File: src/rtl/rvss_pkg.sv
package rvss_pkg;

   localparam int MEM_BYTES_DEF = 4096;

   typedef enum logic [1:0] {
      CMD_WRITE_MEM = 2'd0,
      CMD_STEP      = 2'd1,
      CMD_READ_REG  = 2'd2,
      CMD_READ_MEM  = 2'd3
   } cmd_type;

   typedef enum logic [1:0] {
      HALT_NONE    = 2'd0,
      HALT_ZERO    = 2'd1,
      HALT_UNKNOWN = 2'd2
   } halt_type;

   typedef enum logic [3:0] {
      ST_IDLE,
      ST_CLEAR,
      ST_FETCH,
      ST_FETCH_WAIT,
      ST_DECODE,
      ST_EXEC,
      ST_MEM,
      ST_MEM_WAIT,
      ST_WRITE,
      ST_DONE
   } state_type;

   typedef struct packed {
      cmd_type     command;
      logic [9:0]  word_index;
      logic [31:0] word_data;
      logic [4:0]  reg_index;
   } req_type;

   typedef struct packed {
      logic [31:0] read_data;
      logic [11:0] pc_before;
      logic [31:0] insn_word;
      logic        dest_written;
      logic [4:0]  dest_number;
      logic [31:0] dest_value;
      logic        store_done;
      logic [11:0] pc_after;
      logic        halted_now;
      logic [1:0]  halt_cause;
   } rsp_type;

   // controller commands to the datapath
   typedef struct packed {
      logic clear_step;   // write one zero word during the clear pass
      logic latch_req;    // capture the request
      logic fetch_addr;   // present fetch address to memory
      logic fetch_latch;  // capture instruction word, read registers
      logic exec;         // compute result, address, next pc
      logic mem_access;   // issue load or store / memory read or write
      logic mem_latch;    // capture load data
      logic commit;       // update regs, pc, halt, build response
   } ctl_type;

   typedef struct packed {
      logic clear_last;
      logic is_mem_op;    // load, store or memory command needs memory
   } sts_type;

endpackage

File: src/rtl/rvss_ctrl.sv
module rvss_ctrl
   import rvss_pkg::*;
(
   input  logic    clock,
   input  logic    reset,
   input  logic    start,
   input  sts_type sts,
   output ctl_type ctl,
   output logic    busy,
   output logic    rsp_valid
);

   state_type state_ff, state_in;
   logic      valid_ff, valid_in;

   always_ff @(posedge clock) begin
      if (reset) begin
         state_ff <= ST_CLEAR;
         valid_ff <= 1'b0;
      end else begin
         state_ff <= state_in;
         valid_ff <= valid_in;
      end
   end

   // sequence: fetch (also reads reg for read command), decode, exec, memory, commit
   always_comb begin
      state_in = state_ff;
      ctl      = '0;
      valid_in = 1'b0;
      busy     = 1'b1;
      case (state_ff)
         ST_CLEAR: begin
            ctl.clear_step = 1'b1;
            if (sts.clear_last) state_in = ST_IDLE;
         end
         ST_IDLE: begin
            busy = 1'b0;
            ctl.latch_req = start;
            if (start) state_in = ST_FETCH;
         end
         ST_FETCH: begin
            ctl.fetch_addr = 1'b1;
            state_in = ST_FETCH_WAIT;
         end
         ST_FETCH_WAIT: begin
            ctl.fetch_latch = 1'b1;
            state_in = ST_DECODE;
         end
         ST_DECODE: begin
            ctl.exec = 1'b1;
            state_in = ST_EXEC;
         end
         ST_EXEC: begin
            state_in = ST_MEM;
         end
         ST_MEM: begin
            if (sts.is_mem_op) begin
               ctl.mem_access = 1'b1;
               state_in = ST_MEM_WAIT;
            end else begin
               state_in = ST_WRITE;
            end
         end
         ST_MEM_WAIT: begin
            ctl.mem_latch = 1'b1;
            state_in = ST_WRITE;
         end
         ST_WRITE: begin
            ctl.commit = 1'b1;
            state_in = ST_DONE;
         end
         ST_DONE: begin
            valid_in = 1'b1;
            state_in = ST_IDLE;
         end
         default: state_in = ST_IDLE;
      endcase
   end

   assign rsp_valid = valid_ff;

endmodule

File: config.mk
export PLATFORM = sky130hd
export DESIGN_NAME = rvss_ctrl
export DESIGN_NICKNAME = d
export VERILOG_FILES = /design/src/rtl/rvss_pkg.sv /design/src/rtl/rvss_ctrl.sv
export SDC_FILE = /design/constraint.sdc
export NUM_CORES = 1
export LEC_CHECK = 0
export ABC_AREA = 1
export BUFFER_PORTS_ARGS = -buffer_cell sky130_fd_sc_hd__buf_2
export CAP_MARGIN = 10
export CORE_AREA = 3 3 40 42
export CTS_CLUSTER_DIAMETER = 30
export DETAILED_ROUTE_END_ITERATION = 12
export DIE_AREA = 0 0 43 45
export REMOVE_ABC_BUFFERS = 1
export SLEW_MARGIN = 0
export SYNTH_ARGS = -nofsm -noshare
export SYNTH_HDL_FRONTEND = slang
export SYNTH_SLANG_ARGS = --single-unit
File: constraint.sdc
create_clock -name clock -period 1.26 [get_ports clock]
set_clock_uncertainty 0.1 [all_clocks]
set_input_delay 0 -clock clock [delete_from_list [all_inputs] [get_ports clock]]
set_output_delay 0 -clock clock [all_outputs]
set_load 0.05 [all_outputs]
==> impl_metrics.csv <==
group,metric,value,unit
cts,path_clk_slew,0.04,ns
sta,rsz0062_at_grt,"true",
final_layout,post-route-util,49.2,%
worst_setup_path,path_max_fanout,5,
floorplanning,die_h,45,um
job,maxCapViolCount,0,
sta,setup_viol_count_final,1,
min_path,hp-class,"in2reg",
floorplanning,core,1280,um^2
cts,insertion_delay,0.24,ns
placement,gp_congestion,0.723,
synthesis,syn_area_per_cell,5.90,um^2
final_layout,drive_gt1_share,58.0,%
sta,finalCritPeriodShare,102,%
worst_setup_path,endpoint_kind,"primary output",
route,num_vias,425,
power_and_ir_drop,p_leak,0.335,nW
worst_setup_path,critPathBufInv,3,
floorplanning,die_w,43,um
final_layout,synthToLayoutAreaGrowth,102,%
route,drtIter0Drc,3,
outcome,run_status,"finished, violations left",
final_layout,fillers,136,
synthesis,yosysSeqAreaShare,32.0,%
worst_setup_path,worst_path_max_delay_cell,"dfxtp_4",
cts,htreeDepth,1,
cts,cts_root_buf,"clkbuf_4",
synthesis,ys_types,11,
placement,port-buffer-count,14,
worst_setup_path,crit_arrival,1.18,ns
global_routing,grt_max_degree,7,
synthesis,yosys_warnings,0,
final_layout,fin_nets,87,
worst_setup_path,start_kind,"register",
power_and_ir_drop,p_total,0.733,mW
placement,dp_hpwl,626,um
global_routing,grt_pass1_vias,414,
power_and_ir_drop,seq_power_share,27.3,%
route,drtAntennaViolNets,0,
cts,cts_tree,"done",
power_and_ir_drop,pwr-share-clk,26.0,%
worst_setup_path,cp_cell_sequence,"inv_4, nor2_4, inv_2, nor3_2, buf_6",
power_and_ir_drop,combPwrFrac,46.7,%
synthesis,synth_seq_cells,5,
route,drtPass1Iterations,4,
floorplanning,pin_count,15,
sta,setup_slack,-0.0229,ns
floorplanning,rows,13,
global_routing,groute.usage.overall,10.7,%
power_and_ir_drop,swShare,41.3,%
placement,pre_cts_ws,0.0347,ns
power_and_ir_drop,cellInternalPower,0.430,mW
global_routing,antenna_found_initial,0,
floorplanning,start_util,24.3,%
sta,worst_pin_slew,0.249,ns
power_and_ir_drop,power_switching,0.303,mW
worst_setup_path,required,1.16,ns
power_and_ir_drop,power.density,1160,nW/um^2
cts,clock_path_buffers,2,
synthesis,syn_area,313,um^2
global_routing,grt_pass1_wl,1.57,mm
sta,period_needed,1.28,ns
route,wl,1.00,mm
worst_setup_path,cp_slowest_stage_delay,0.39,ns
final_layout,diodes,0,
route,drcViolationCount,0,
worst_setup_path,critPathKind,"reg2out",
route,wire_per_inst,10.4,um
sta,drv_slew,0,
global_routing,overflow,0,
sta,hold_violations,0,
outcome,violations,"negative setup slack",
cts,cts_buffers,3,
floorplanning,fp.dieArea,1940,um^2
synthesis,synth_cells,53,
power_and_ir_drop,peakVddDrop,0.575,mV
sta,max_freq,0.779,GHz
route,via_per_inst,4.43,
cts,cts_sinks,5,
sta,slew_headroom,83.5,%
worst_setup_path,critical_path.top_delay_family,"flip-flops",
## cell type report
cell class	count	area, um^2	area share (%)
clock buffers	4	26.3	4.16
repair buffers	24	199	31.5
flip-flops and latches	5	115	18.2
inverters	13	51.3	8.12
well taps	15	18.8	2.97
multi-input cells	35	221	35.0
## path summary, 6_finish.rpt
check | startpoint | slack, ns | cells after the start | end
max | state_ff[0]$_SDFFE_PP1P_ | -0.02 | 5 | ctl[7]
max reg2reg | state_ff[0]$_SDFFE_PP1P_ | 0.05 | 9 | state_ff[1]$_SDFFE_PP0P_
min | start | 0.08 | 7 | state_ff[1]$_SDFFE_PP0P_
min reg2reg | state_ff[3]$_SDFFE_PP0P_ | 0.48 | 2 | rsp_valid$_SDFF_PP0_
## cell usage in the layout (no fill, tap or decap), drive strengths merged
master and instances:
clkbuf 4, a21oi 1, dlygate4sd3 3, nand2 12
nand3 5, nand4 1, nor2 12, dfxtp 5
buf 21, inv 13, nor3 3, nand3b 1
## synthesized netlist by cell type (all sizes together)
cell | instances | area (um^2)
inv | 13 | 48.8
nand4 | 1 | 6.26
nor3 | 3 | 15.0
dfxtp | 5 | 100
nand2 | 12 | 45.0
nor2 | 12 | 60.1
a21oi | 1 | 5.00
nand3b | 1 | 7.51
nand3 | 5 | 25.0
## per-stage QoR
stage	instances	TNS [ns]	instance area [um^2]	hold slack [ns]
2_1_floorplan	53	-2.13	313	-0.0331
3_3_place_gp	83	0	409	0.137
3_5_place_dp	83	0	409	0.139
4_1_cts	92	-0.0157	556	0.0735
5_1_grt	96	-0.430	632	0.126
6_report	96	-0.0229	632	0.0813
## per-layer routing
metal | global-route usage (%) | vias up | share of wire (%)
met1 | 13.0 | 191 | 38
met2 | 17.7 | 16 | 55
met3 | 3.59 | 0 | 6.7
met4 | 3.61 | 0 | 0
met5 | 0 | - | 0
li1 | - | 218 | -
## power by group through the flow
stage          combinational (mW)  clock, mW  sequential [mW]
5_1_grt                     0.372      0.213            0.203
2_1_floorplan               0.180          0            0.188
3_5_place_dp                0.232          0            0.191
3_3_place_gp                0.231          0            0.190
4_1_cts                     0.285      0.197            0.197
6_report                    0.342      0.190            0.200
## flip-flops by register name, summed over array words and instances, names as in the netlist
register and cells:
state_ff 4, rsp_valid 1
## kinds of logic after synthesis
group,count (synthesis),share of synthesized area [%]
AO/OA/AOI/OAI,1,1.60
buffers and inverters,13,15.6
flip-flops,5,32.0
AND/OR/NAND/NOR,34,50.8
## worst reg2reg max path, cell delays in order, from the launching register on
cell and delay, ns:
dfxtp_4 0.39, inv_4 0.05, nor2_4 0.10, buf_4 0.12, buf_4 0.10, nand3_2 0.06, nand2_1 0.07, inv_1 0.03
nand2_1 0.06, nor2_2 0.03
## what timing repair did
item	CTS	global route
pin swaps	2	6
hold endpoints to repair	5	0
buffers inserted	2	4
hold buffers	3	0
setup endpoints to repair	8	9
resized for setup	24	17
No activity file was read; power rests on OpenSTA's default activity.
